[src/rtl/kst_pkg.sv]
// Package with shared field widths, operation codes and status codes of the key set table.
`timescale 1ns / 1ps
`default_nettype none
package kst_pkg;

	localparam int OP_W     = 2;
	localparam int KEY_W    = 64;
	localparam int STATUS_W = 2;
	localparam int COUNT_W  = 7;

	typedef logic [OP_W-1:0]     op_t;
	typedef logic [KEY_W-1:0]    key_t;
	typedef logic [STATUS_W-1:0] status_t;
	typedef logic [COUNT_W-1:0]  count_t;

	localparam op_t OP_INSERT = 2'd0;
	localparam op_t OP_ERASE  = 2'd1;
	localparam op_t OP_QUERY  = 2'd2;

	localparam status_t ST_OK   = 2'd0;
	localparam status_t ST_ZERO = 2'd1;
	localparam status_t ST_FULL = 2'd2;

endpackage
`default_nettype wire

[src/rtl/kst_req_if.sv]
// Request channel: valid/ready handshake carrying an operation and a key.
`timescale 1ns / 1ps
`default_nettype none
interface kst_req_if
	import kst_pkg::*;
();
	logic valid;
	logic ready;
	op_t  op;
	key_t key;

	modport source (output valid, output op, output key, input ready);
	modport sink (input valid, input op, input key, output ready);
endinterface
`default_nettype wire

[src/rtl/kst_rsp_if.sv]
// Response channel: valid/ready handshake carrying the result of one request.
`timescale 1ns / 1ps
`default_nettype none
interface kst_rsp_if
	import kst_pkg::*;
();
	logic    valid;
	logic    ready;
	logic    success;
	logic    found;
	status_t status;
	count_t  count;

	modport source (output valid, output success, output found, output status, output count,
		input ready);
	modport sink (input valid, input success, input found, input status, input count,
		output ready);
endinterface
`default_nettype wire

[src/rtl/key_set_table_core.sv]
// Key set table: a fixed-capacity set of nonzero keys held in one synchronous memory.
// Requests are handled one at a time: req.ready is high only in the idle state. A scanned request
//   reads every slot in turn, one read per cycle, then decides; a zero key or an unused op code
//   goes straight to the decide state, which waits while a pending response has not been taken;
//   a new request is taken while the previous response still waits in the output register.
// Reset: arst_n clears control state, then a clearing pass writes zero to every slot with
//   req.ready low; count starts at zero.
`timescale 1ns / 1ps
`default_nettype none
module key_set_table_core
	import kst_pkg::*;
#(
	parameter int CAPACITY = 64
) (
	input  wire         clk,
	input  wire         arst_n,
	kst_req_if.sink     req,
	kst_rsp_if.source   rsp
);

	localparam int IDX_W = (CAPACITY > 1) ? $clog2(CAPACITY) : 1;
	localparam int ISS_W = IDX_W + 1;

	localparam logic [2:0] S_CLEAR  = 3'd0;
	localparam logic [2:0] S_IDLE   = 3'd1;
	localparam logic [2:0] S_SCAN   = 3'd2;
	localparam logic [2:0] S_DECIDE = 3'd3;

	localparam logic [ISS_W-1:0] ISS_END  = ISS_W'(CAPACITY);
	localparam logic [IDX_W-1:0] IDX_LAST = IDX_W'(CAPACITY - 1);

	logic [2:0]       state_q;
	logic [ISS_W-1:0] issue_q;
	logic             rd_vld_s1;
	logic [IDX_W-1:0] rd_idx_s1;
	key_t             rd_data_s1;
	logic             hit_q;
	logic             emp_q;
	logic [IDX_W-1:0] hit_idx_q;
	logic [IDX_W-1:0] emp_idx_q;
	op_t              op_q;
	key_t             key_q;
	count_t           count_q;

	logic             out_valid_q;
	logic             out_success_q;
	logic             out_found_q;
	status_t          out_status_q;

	key_t             mem_q [CAPACITY];

	logic             req_fire;
	logic             dec_fire;
	logic             mem_re;
	logic             mem_we;
	logic [IDX_W-1:0] mem_waddr;
	key_t             mem_wdata;
	logic             rd_hit;
	logic             rd_emp;

	logic             res_success;
	logic             res_found;
	status_t          res_status;
	count_t           res_count;

	// Handshake qualifiers
	assign req.ready = (state_q == S_IDLE);
	assign req_fire  = req.valid && req.ready;
	assign dec_fire  = (state_q == S_DECIDE) && (!out_valid_q || rsp.ready);
	assign mem_re    = (state_q == S_SCAN) && (issue_q < ISS_END);

	// Compare returning slot against the key and against empty
	assign rd_hit = rd_vld_s1 && (rd_data_s1 == key_q);
	assign rd_emp = rd_vld_s1 && (rd_data_s1 == '0);

	// Decide the result and any write-back once the scan is over; drive the clearing writes after reset
	always_comb begin
		res_success = 1'b0;
		res_found   = 1'b0;
		res_status  = ST_OK;
		res_count   = count_q;
		mem_we      = 1'b0;
		mem_waddr   = issue_q[IDX_W-1:0];
		mem_wdata   = '0;
		if (state_q == S_CLEAR) begin
			mem_we = 1'b1;
		end else if (op_q inside {OP_INSERT, OP_ERASE, OP_QUERY}) begin
			if (key_q == '0) begin
				res_status = ST_ZERO;
			end else begin
				res_found = hit_q;
				case (op_q)
					OP_INSERT: begin
						if (hit_q) begin
							res_success = 1'b1;
						end else if (emp_q) begin
							res_success = 1'b1;
							res_count   = count_q + count_t'(1);
							mem_we      = dec_fire;
							mem_waddr   = emp_idx_q;
							mem_wdata   = key_q;
						end else begin
							res_status = ST_FULL;
						end
					end
					OP_ERASE: begin
						res_success = 1'b1;
						if (hit_q) begin
							res_count = count_q - count_t'(1);
							mem_we    = dec_fire;
							mem_waddr = hit_idx_q;
						end
					end
					default: begin
						res_success = hit_q;
					end
				endcase
			end
		end
	end

	// Slot memory: one write port, one registered read port
	always_ff @(posedge clk) begin
		if (mem_we) begin
			mem_q[mem_waddr] <= mem_wdata;
		end
		if (mem_re) begin
			rd_data_s1 <= mem_q[issue_q[IDX_W-1:0]];
		end
	end

	// Sequencer: clear, accept, scan, decide
	always_ff @(posedge clk or negedge arst_n) begin
		if (!arst_n) begin
			state_q     <= S_CLEAR;
			issue_q     <= '0;
			rd_vld_s1   <= 1'b0;
			hit_q       <= 1'b0;
			emp_q       <= 1'b0;
			count_q     <= '0;
			out_valid_q <= 1'b0;
		end else begin
			rd_vld_s1 <= mem_re;
			// Load a new response or drop the one just taken
			if (dec_fire) begin
				out_valid_q <= 1'b1;
			end else if (rsp.ready) begin
				out_valid_q <= 1'b0;
			end
			case (state_q)
				S_CLEAR: begin
					issue_q <= issue_q + ISS_W'(1);
					if (issue_q[IDX_W-1:0] == IDX_LAST) begin
						state_q <= S_IDLE;
					end
				end
				S_IDLE: begin
					if (req_fire) begin
						issue_q <= '0;
						hit_q   <= 1'b0;
						emp_q   <= 1'b0;
						if (!(req.op inside {OP_INSERT, OP_ERASE, OP_QUERY})) begin
							state_q <= S_DECIDE;
						end else if (req.key == '0) begin
							state_q <= S_DECIDE;
						end else begin
							state_q <= S_SCAN;
						end
					end
				end
				S_SCAN: begin
					if (mem_re) begin
						issue_q <= issue_q + ISS_W'(1);
					end
					if (rd_hit) begin
						hit_q <= 1'b1;
					end
					if (rd_emp) begin
						emp_q <= 1'b1;
					end
					if (rd_vld_s1 && rd_idx_s1 == IDX_LAST) begin
						state_q <= S_DECIDE;
					end
				end
				S_DECIDE: begin
					if (dec_fire) begin
						count_q <= res_count;
						state_q <= S_IDLE;
					end
				end
				default: begin
					state_q <= S_IDLE;
				end
			endcase
		end
	end

	// Payload registers: request, scan positions and response
	always_ff @(posedge clk) begin
		if (req_fire) begin
			op_q  <= req.op;
			key_q <= req.key;
		end
		if (mem_re) begin
			rd_idx_s1 <= issue_q[IDX_W-1:0];
		end
		if (rd_hit && !hit_q) begin
			hit_idx_q <= rd_idx_s1;
		end
		if (rd_emp && !emp_q) begin
			emp_idx_q <= rd_idx_s1;
		end
		if (dec_fire) begin
			out_success_q <= res_success;
			out_found_q   <= res_found;
			out_status_q  <= res_status;
		end
	end

	assign rsp.valid   = out_valid_q;
	assign rsp.success = out_success_q;
	assign rsp.found   = out_found_q;
	assign rsp.status  = out_status_q;
	assign rsp.count   = count_q;

	// The count never exceeds the number of slots
	a_count_bound: assert property (@(posedge clk) disable iff (!arst_n)
		(CAPACITY > 127) || (count_q <= count_t'(CAPACITY)))
		else $error("occupied count exceeds capacity");

	// Slot data only returns while a scan is in progress
	a_read_in_scan: assert property (@(posedge clk) disable iff (!arst_n)
		rd_vld_s1 |-> (state_q == S_SCAN))
		else $error("read data outside scan");

	// A full-table response never reports success or a hit
	a_full_result: assert property (@(posedge clk) disable iff (!arst_n)
		(out_valid_q && out_status_q == ST_FULL) |-> (!out_success_q && !out_found_q))
		else $error("full status with success or hit");

	// A pending response is never overwritten before it is taken
	a_no_overwrite: assert property (@(posedge clk) disable iff (!arst_n)
		(out_valid_q && !rsp.ready) |-> !dec_fire)
		else $error("response overwritten");

endmodule
`default_nettype wire

[src/flat_wrapper.sv]
// flat-port wrapper written by rule: the top's interface ports become plain ports
module key_set_table_core_flat import kst_pkg::*;
#(
	parameter int CAPACITY = 64
)
  (clk, arst_n, req_valid, req_op, req_key, req_ready, rsp_valid, rsp_success, rsp_found, rsp_status, rsp_count, rsp_ready);
  kst_req_if req_i ();
  kst_rsp_if rsp_i ();
  input  wire clk;
  input  wire arst_n;
  input wire logic [$bits(req_i.valid)-1:0] req_valid;
  input wire logic [$bits(req_i.op)-1:0] req_op;
  input wire logic [$bits(req_i.key)-1:0] req_key;
  output wire logic [$bits(req_i.ready)-1:0] req_ready;
  output wire logic [$bits(rsp_i.valid)-1:0] rsp_valid;
  output wire logic [$bits(rsp_i.success)-1:0] rsp_success;
  output wire logic [$bits(rsp_i.found)-1:0] rsp_found;
  output wire logic [$bits(rsp_i.status)-1:0] rsp_status;
  output wire logic [$bits(rsp_i.count)-1:0] rsp_count;
  input wire logic [$bits(rsp_i.ready)-1:0] rsp_ready;
  assign req_i.valid = req_valid;
  assign req_i.op = req_op;
  assign req_i.key = req_key;
  assign req_ready = req_i.ready;
  assign rsp_valid = rsp_i.valid;
  assign rsp_success = rsp_i.success;
  assign rsp_found = rsp_i.found;
  assign rsp_status = rsp_i.status;
  assign rsp_count = rsp_i.count;
  assign rsp_i.ready = rsp_ready;
  key_set_table_core #(.CAPACITY(CAPACITY)) u_core (.clk(clk), .arst_n(arst_n), .req(req_i), .rsp(rsp_i));
endmodule
[config.mk]
export PLATFORM = sky130hd
export DESIGN_NAME = key_set_table_core_flat
export DESIGN_NICKNAME = d
export VERILOG_FILES = /design/src/rtl/kst_pkg.sv /design/src/rtl/kst_req_if.sv /design/src/rtl/kst_rsp_if.sv /design/src/rtl/key_set_table_core.sv /design/src/flat_wrapper.sv
export SDC_FILE = /design/constraint.sdc
export NUM_CORES = 2
export LEC_CHECK = 0
export ABC_CLOCK_PERIOD_IN_PS = 9700
export BUFFER_PORTS_ARGS = -buffer_cell sky130_fd_sc_hd__clkbuf_2
export CORE_MARGIN = 5
export CORE_UTILIZATION = 42
export DETAILED_ROUTE_END_ITERATION = 7
export GPL_ROUTABILITY_DRIVEN = 0
export PLACE_DENSITY_LB_ADDON = 0.08
export REMOVE_ABC_BUFFERS = 1
export SETUP_SLACK_MARGIN = 0.3
export SYNTH_ARGS = -nofsm -noshare
export SYNTH_HDL_FRONTEND = slang
export SYNTH_SLANG_ARGS = --single-unit
[constraint.sdc]
create_clock -name clk -period 9.7 [get_ports clk]
set_input_delay 0.97 -clock clk [delete_from_list [all_inputs] [get_ports clk]]
set_output_delay 0.97 -clock clk [all_outputs]
set_load 0.01 [all_outputs]
After elaboration in Yosys (flattened, before gate mapping)

Memory sizes are Yosys's and may differ from the RTL's. A register that Yosys moved wholly into a read port is not among the register bits.
Cells that the tools add are included.

Reduce and logical (&&, ||, !) cells: 32
Bitwise gates (word level): 4
Muxes and demuxes: 50
Order comparisons: 1
Add/subtract/negate cells: 3
Equality and inequality tests: 20

Operator list:

| operator              | number |
|---|---|
| $mux W64              | 6 |
| $logic_not A64 Y1     | 3 |
| $eq A64 B64 Y1        | 1 |
| $mux W6               | 6 |
| $mux W7               | 5 |
| $pmux W7 S3           | 1 |
| $mux W1               | 19 |
| $mux W3               | 5 |
| $add A7 B1 Y7 const B | 2 |
| $pmux W7 S2           | 1 |
| $eq A6 B6 Y1 const B  | 2 |
| $ne A2 B1 Y1 const B  | 6 |
| $pmux W3 S4           | 1 |
| $pmux W6 S2           | 1 |
| $reduce_and A3 Y1     | 3 |
| $reduce_and A9 Y1     | 1 |
| $reduce_bool A3 Y1    | 3 |
| $logic_and A1 B1 Y1   | 8 |
| $ne A2 B2 Y1 const B  | 4 |
| $pmux W1 S2           | 4 |
| $lt A7 B7 Y1 const B  | 1 |
| $sub A7 B1 Y7 const B | 1 |
| $eq A3 B2 Y1 const B  | 2 |
| $reduce_bool A2 Y1    | 3 |
| other kinds (13)      | 21 |

Bits in registers: 109
Memories: 1
Bits in writable memories: 4096

Memories:

| name         | depth | width | read ports | clocked after memory_dff | wr ports | line                     | source |
|---|---|---|---|---|---|---|---|
| u_core.mem_q | 64    | 64    | 1          | 1                        | 1        | key_set_table_core.sv:50 | `key_t mem_q [CAPACITY];` |

Longest topological paths before layout

Depth after elaboration: 11
Gate-level depth with buffers: 10

Worst setup path before layout

Ideal clock, no wire load.

Path kind: register -> register
Start: register u_core.key_q[32]
End: memory u_core.mem_q[40][0] (netlist bit) (enable)
Library setup time: 644 ps
Arrival: 8363 ps
Clock period less this slack: 9007 ps
Slack: 693 ps
Stages on the path, launching flop included: 10
Cell sequence: edfxtp_1 -> nor4_1 -> nand4_1 -> or4_1 -> buf_2 -> and3_4 -> or2_1 -> clkbuf_1 -> clkbuf_1 -> nor4_1

Longest elaborated chain between the ends: 6

RTL lines:

| what                          | line                      | source |
|---|---|---|
| start: declaration            | key_set_table_core.sv:42  | `key_t key_q;` |
| start signal: assignment      | key_set_table_core.sv:202 | `key_q <= req.key;` |
| $logic_not A64 Y1 *           | key_set_table_core.sv:88  | `if (key_q == '0) begin` |
| $mux W1                       | key_set_table_core.sv:88  |  |
| $mux W1                       | key_set_table_core.sv:87  | `end else if (op_q inside {OP_INSERT, OP_ERASE, OP_QUERY}) begin` |
| $mux W1                       | key_set_table_core.sv:85  | `if (state_q == S_CLEAR) begin` |
| $mux W1                       | key_set_table_core.sv:124 | `if (mem_we) begin` |
| $mux W1 (not written as such) | key_set_table_core.sv:125 | `mem_q[mem_waddr] <= mem_wdata;` |
| end: declaration              | key_set_table_core.sv:50  |  |

Mark *: on every way between the ends. The rest lies on a longest branch, timed or not.

Worst setup path after layout

Start: register u_core.key_q[47]
End: memory u_core.mem_q[50][27] (netlist bit) (enable)

Same word-level chain as after synthesis.

==> flow_summary_export.csv <==
group,metric,value,unit
drt,avgRoutedWirePerCell,38.6,µm
floorplan,coreArea,386000,µm²
clocking,cts_resized,0,
pwr,p_per_area,252,nW/µm²
drt,ant_nets,0,
layout,synthToLayoutAreaGrowth,13.8,%
synthesis,async_reset_ff_frac,0.00469,
pwr,ir_drop,0.510,mV
hold_path,holdCritStartpoint,"req_key[16]",
place,io_buffers,82,
layout,drive_gt1_frac,0.335,
floorplan,ios,83,
floorplan,std_cell_rows,228,
critical_path,crit_type,"reg2reg",
synthesis,syn_area_per_cell,25.4,µm²
global_routing,overflow,0,
timing,slew_headroom,0.124,
synthesis,synth_cell_types,55,
global_routing,grt_pass1_wl,657,mm
drt,detail_route.vias_per_cell,6.03,
drt,drcViolationCount,0,
critical_path,end_kind,"flop",
critical_path,required,10.30,ns
clocking,cts_buffers,450,
drt,top_layer,"met5",
flow_run,drv_cap,0,
layout,multiInputGateArea,34000,µm²
drt,wl_met2,228,mm
synthesis,yosys_warnings,0,
drt,met3_length,29.4,mm
timing,finalClockSkew,0.0688,ns
clocking,clk_latency,0.98,ns
outcome,status,"finished clean",
critical_path,cp-start-kind,"flop",
critical_path,crit_arrival,5.93,ns
timing,slew_viol_final,0,
drt,drt-met1-wl,203,mm
clocking,cts_tree,"done",
hold_path,min_path_type,"in2reg",
synthesis,synth_edf_count,4248,
place,place_hpwl,275,mm
timing,whs,0.320,ns
global_routing,grt_pass1_vias,76153,
layout,fin_nets,6962,
floorplan,dieWidth,633,µm
pwr,leakage,0.0624,µW
timing,tightest_slew,1.31,ns
drt,vias,75066,
synthesis,synth-main-ff-cell,"edfxtp_1",
floorplan,die_area,400000,µm²
timing,period_needed,5.33,ns
timing,clock.fmax,187,MHz
synthesis,synth-seq-area-share,0.786,
clocking,htreeDepth,5,
timing,finalCritPeriodShare,0.550,
timing,rsz0062_at_grt,"no",
drt,drtIter0Drc,8933,
global_routing,antenna_found_initial,33,
clocking,cts.clk_slew.worst_paths,0.07,ns
drt,detail_route.first_pass.iterations,6,
critical_path,r2r-start,"u_core.key_q[47]",
timing,setup_viol,0,
synthesis,synth.ff_latch_count,4268,
floorplan,die-height,633,µm
clocking,cts_max_path_buffers,4,
global_routing,grt_max_degree,124,
layout,fill_cells,30902,
timing,finalHoldViolCount,0,
critical_path,cp-startpoint,"u_core.key_q[47]",
critical_path,cp_max_fo,28,
layout,seq_area,128000,µm²
synthesis,synthCells,6421,
clocking,cts_setup_buffers,0,
floorplan,start_util,0.422,
timing,tns,0,ns
global_routing,grt_util_all_layers,0.238,
clocking,clock-root-buffer,"clkbuf_16",
drt,drt-total-wl,481,mm
synthesis,syn_area,163000,µm²
clocking,cts_sinks,4268,
-- timing repair --
action / in CTS / in global routing
endpoints found under the setup margin: 0 / 0
hold buffers: 1 / 0
endpoints found under the hold margin: 7 / 0
-- critical path, cell delays in order (launching register included) --
cell	delay (ns)
edfxtp_1	0.44
nor4_1	0.44
nand4_1	0.27
or4_1	0.88
and3_1	0.33
or3_1	0.78
nor4_2	0.60
buf_4	0.56
buf_4	0.58
-- cell usage after synthesis (9+ instances only) --
master | n | share of area
edfxtp_1 | 4248 | 0.78
mux4_2 | 1344 | 0.19
clkbuf_1 | 218 | 0.0050
nor4_1 | 111 | 0.0043
buf_2 | 92 | 0.0028
and2_1 | 58 | 0.0022
xnor2_1 | 31 | 0.0017
inv_1 | 27 | 0.00062
buf_1 | 25 | 0.00058
nand4_1 | 22 | 0.00084
dfrtp_1 | 20 | 0.0031
xor2_1 | 20 | 0.0011
nor2_1 | 17 | 0.00039
nor3_1 | 17 | 0.00052
nand2b_1 | 16 | 0.00061
nand2_1 | 14 | 0.00032
o21ai_0 | 13 | 0.00040
ha_1 | 11 | 0.00084
a21oi_1 | 10 | 0.00031
nor2b_1 | 10 | 0.00038
nor4_2 | 10 | 0.00077
nand3_1 | 9 | 0.00028
-- placed cells by master, fill, tap and decap left out, drive strengths merged, types with 4 or more instances in the layout --
cell,instances
edfxtp,4248
mux4,1344
clkbuf,651
buf,262
clkinv,204
nor4,123
and2,59
inv,35
bufinv,33
xnor2,31
nand4,22
xor2,20
dfrtp,20
nor2,17
nor3,17
nand2b,16
nand2,14
o21ai,14
clkinvlp,13
diode,11
ha,11
a21oi,10
nor2b,10
nand3,9
and3,8
mux2,7
o22ai,6
or3,4
a22oi,4
a22o,4
o2111ai,4
a21o,4
o221ai,4
-- per-stage QoR --
stage          worst slack (ns)  total power (µW)  instance area [µm²]  cells   util
3_3_place_gp               4.02             30700               171000  11599  0.443
5_1_grt                    4.28             48300               185000  12431  0.480
6_report                   4.37             46700               185000  12441  0.481
2_1_floorplan            -46.86             26900               162000   6083      -
4_1_cts                    4.44             47300               185000  12430  0.480
3_5_place_dp               4.44             30700               171000  11602  0.444
-- kinds of logic (layout without fill, tap and decap cells) --
family                   count (synthesis)  count (layout)  synth area share
multiplexers                          1351            1351             0.186
AND/OR/NAND/NOR                        308             308            0.0119
buffers and inverters                  365            1199           0.00925
flip-flops                            4268            4268             0.786
other                                    0              11                 0
AO/OA/AOI/OAI                           66              66           0.00285
XOR/XNOR                                51              51           0.00274
adder cells (fa/ha/maj)                 12              12          0.000968
-- sequential cells by signal, summed over array words and instances (netlist names) --
| register | count |
|---|---|
| u_core.hit_idx_q | 6 |
| u_core.rsp.status | 2 |
| u_core.rd_data_s1 | 64 |
| u_core.op_q | 2 |
| u_core.emp_idx_q | 6 |
| u_core.rsp.valid | 1 |
| u_core.rsp.found | 1 |
| u_core.emp_q | 1 |
| u_core.rsp.count | 7 |
| u_core.hit_q | 1 |
| u_core.key_q | 64 |
| u_core.mem_q | 4096 |
| u_core.rd_vld_s1 | 1 |
| u_core.issue_q | 7 |
| u_core.rd_idx_s1 | 6 |
| u_core.rsp.success | 1 |
| u_core.state_q | 2 |
-- report_power, final --
part	leakage (µW)	internal, µW	switching [µW]
logic	0.0110	3820	5180
registers	0.0445	20500	586
clock network	0.00690	9510	7120
-- per-layer routing --
| metal | track usage | vias to the layer above |
|---|---|---|
| li1 | - | 29213 |
| met1 | 0.343 | 42231 |
| met2 | 0.374 | 2922 |
| met3 | 0.0338 | 698 |
| met4 | 0.0886 | 2 |
| met5 | 0 | - |
-- final timing paths --
check | end | slack (ns) | cells after the start
worst max-delay path | u_core.mem_q[50][27] | 4.37 | 8
worst min-delay path | u_core.key_q[16] | 0.32 | 1
worst max register to register | u_core.mem_q[50][27] | 4.37 | 8
worst min register to register | u_core.rsp.count[6] | 0.47 | 1
max in group asynchronous | u_core.issue_q[3] | 8.43 | 2
min in group asynchronous | u_core.rsp.count[1] | 0.65 | 2
-- layout make-up --
| cell class | instances | area share |
|---|---|---|
| Clock buffer | 569 | 0.0640 |
| Tap cell | 5175 | 0.0349 |
| Inverter | 27 | 0.000546 |
| Antenna cell | 11 | 0.000148 |
| Clock inverter | 258 | 0.0125 |
| Sequential cell | 4268 | 0.691 |
| Multi-Input combinational cell | 1788 | 0.183 |
| Timing Repair Buffer | 345 | 0.0141 |
No activity file was read; power rests on OpenSTA's default activity.
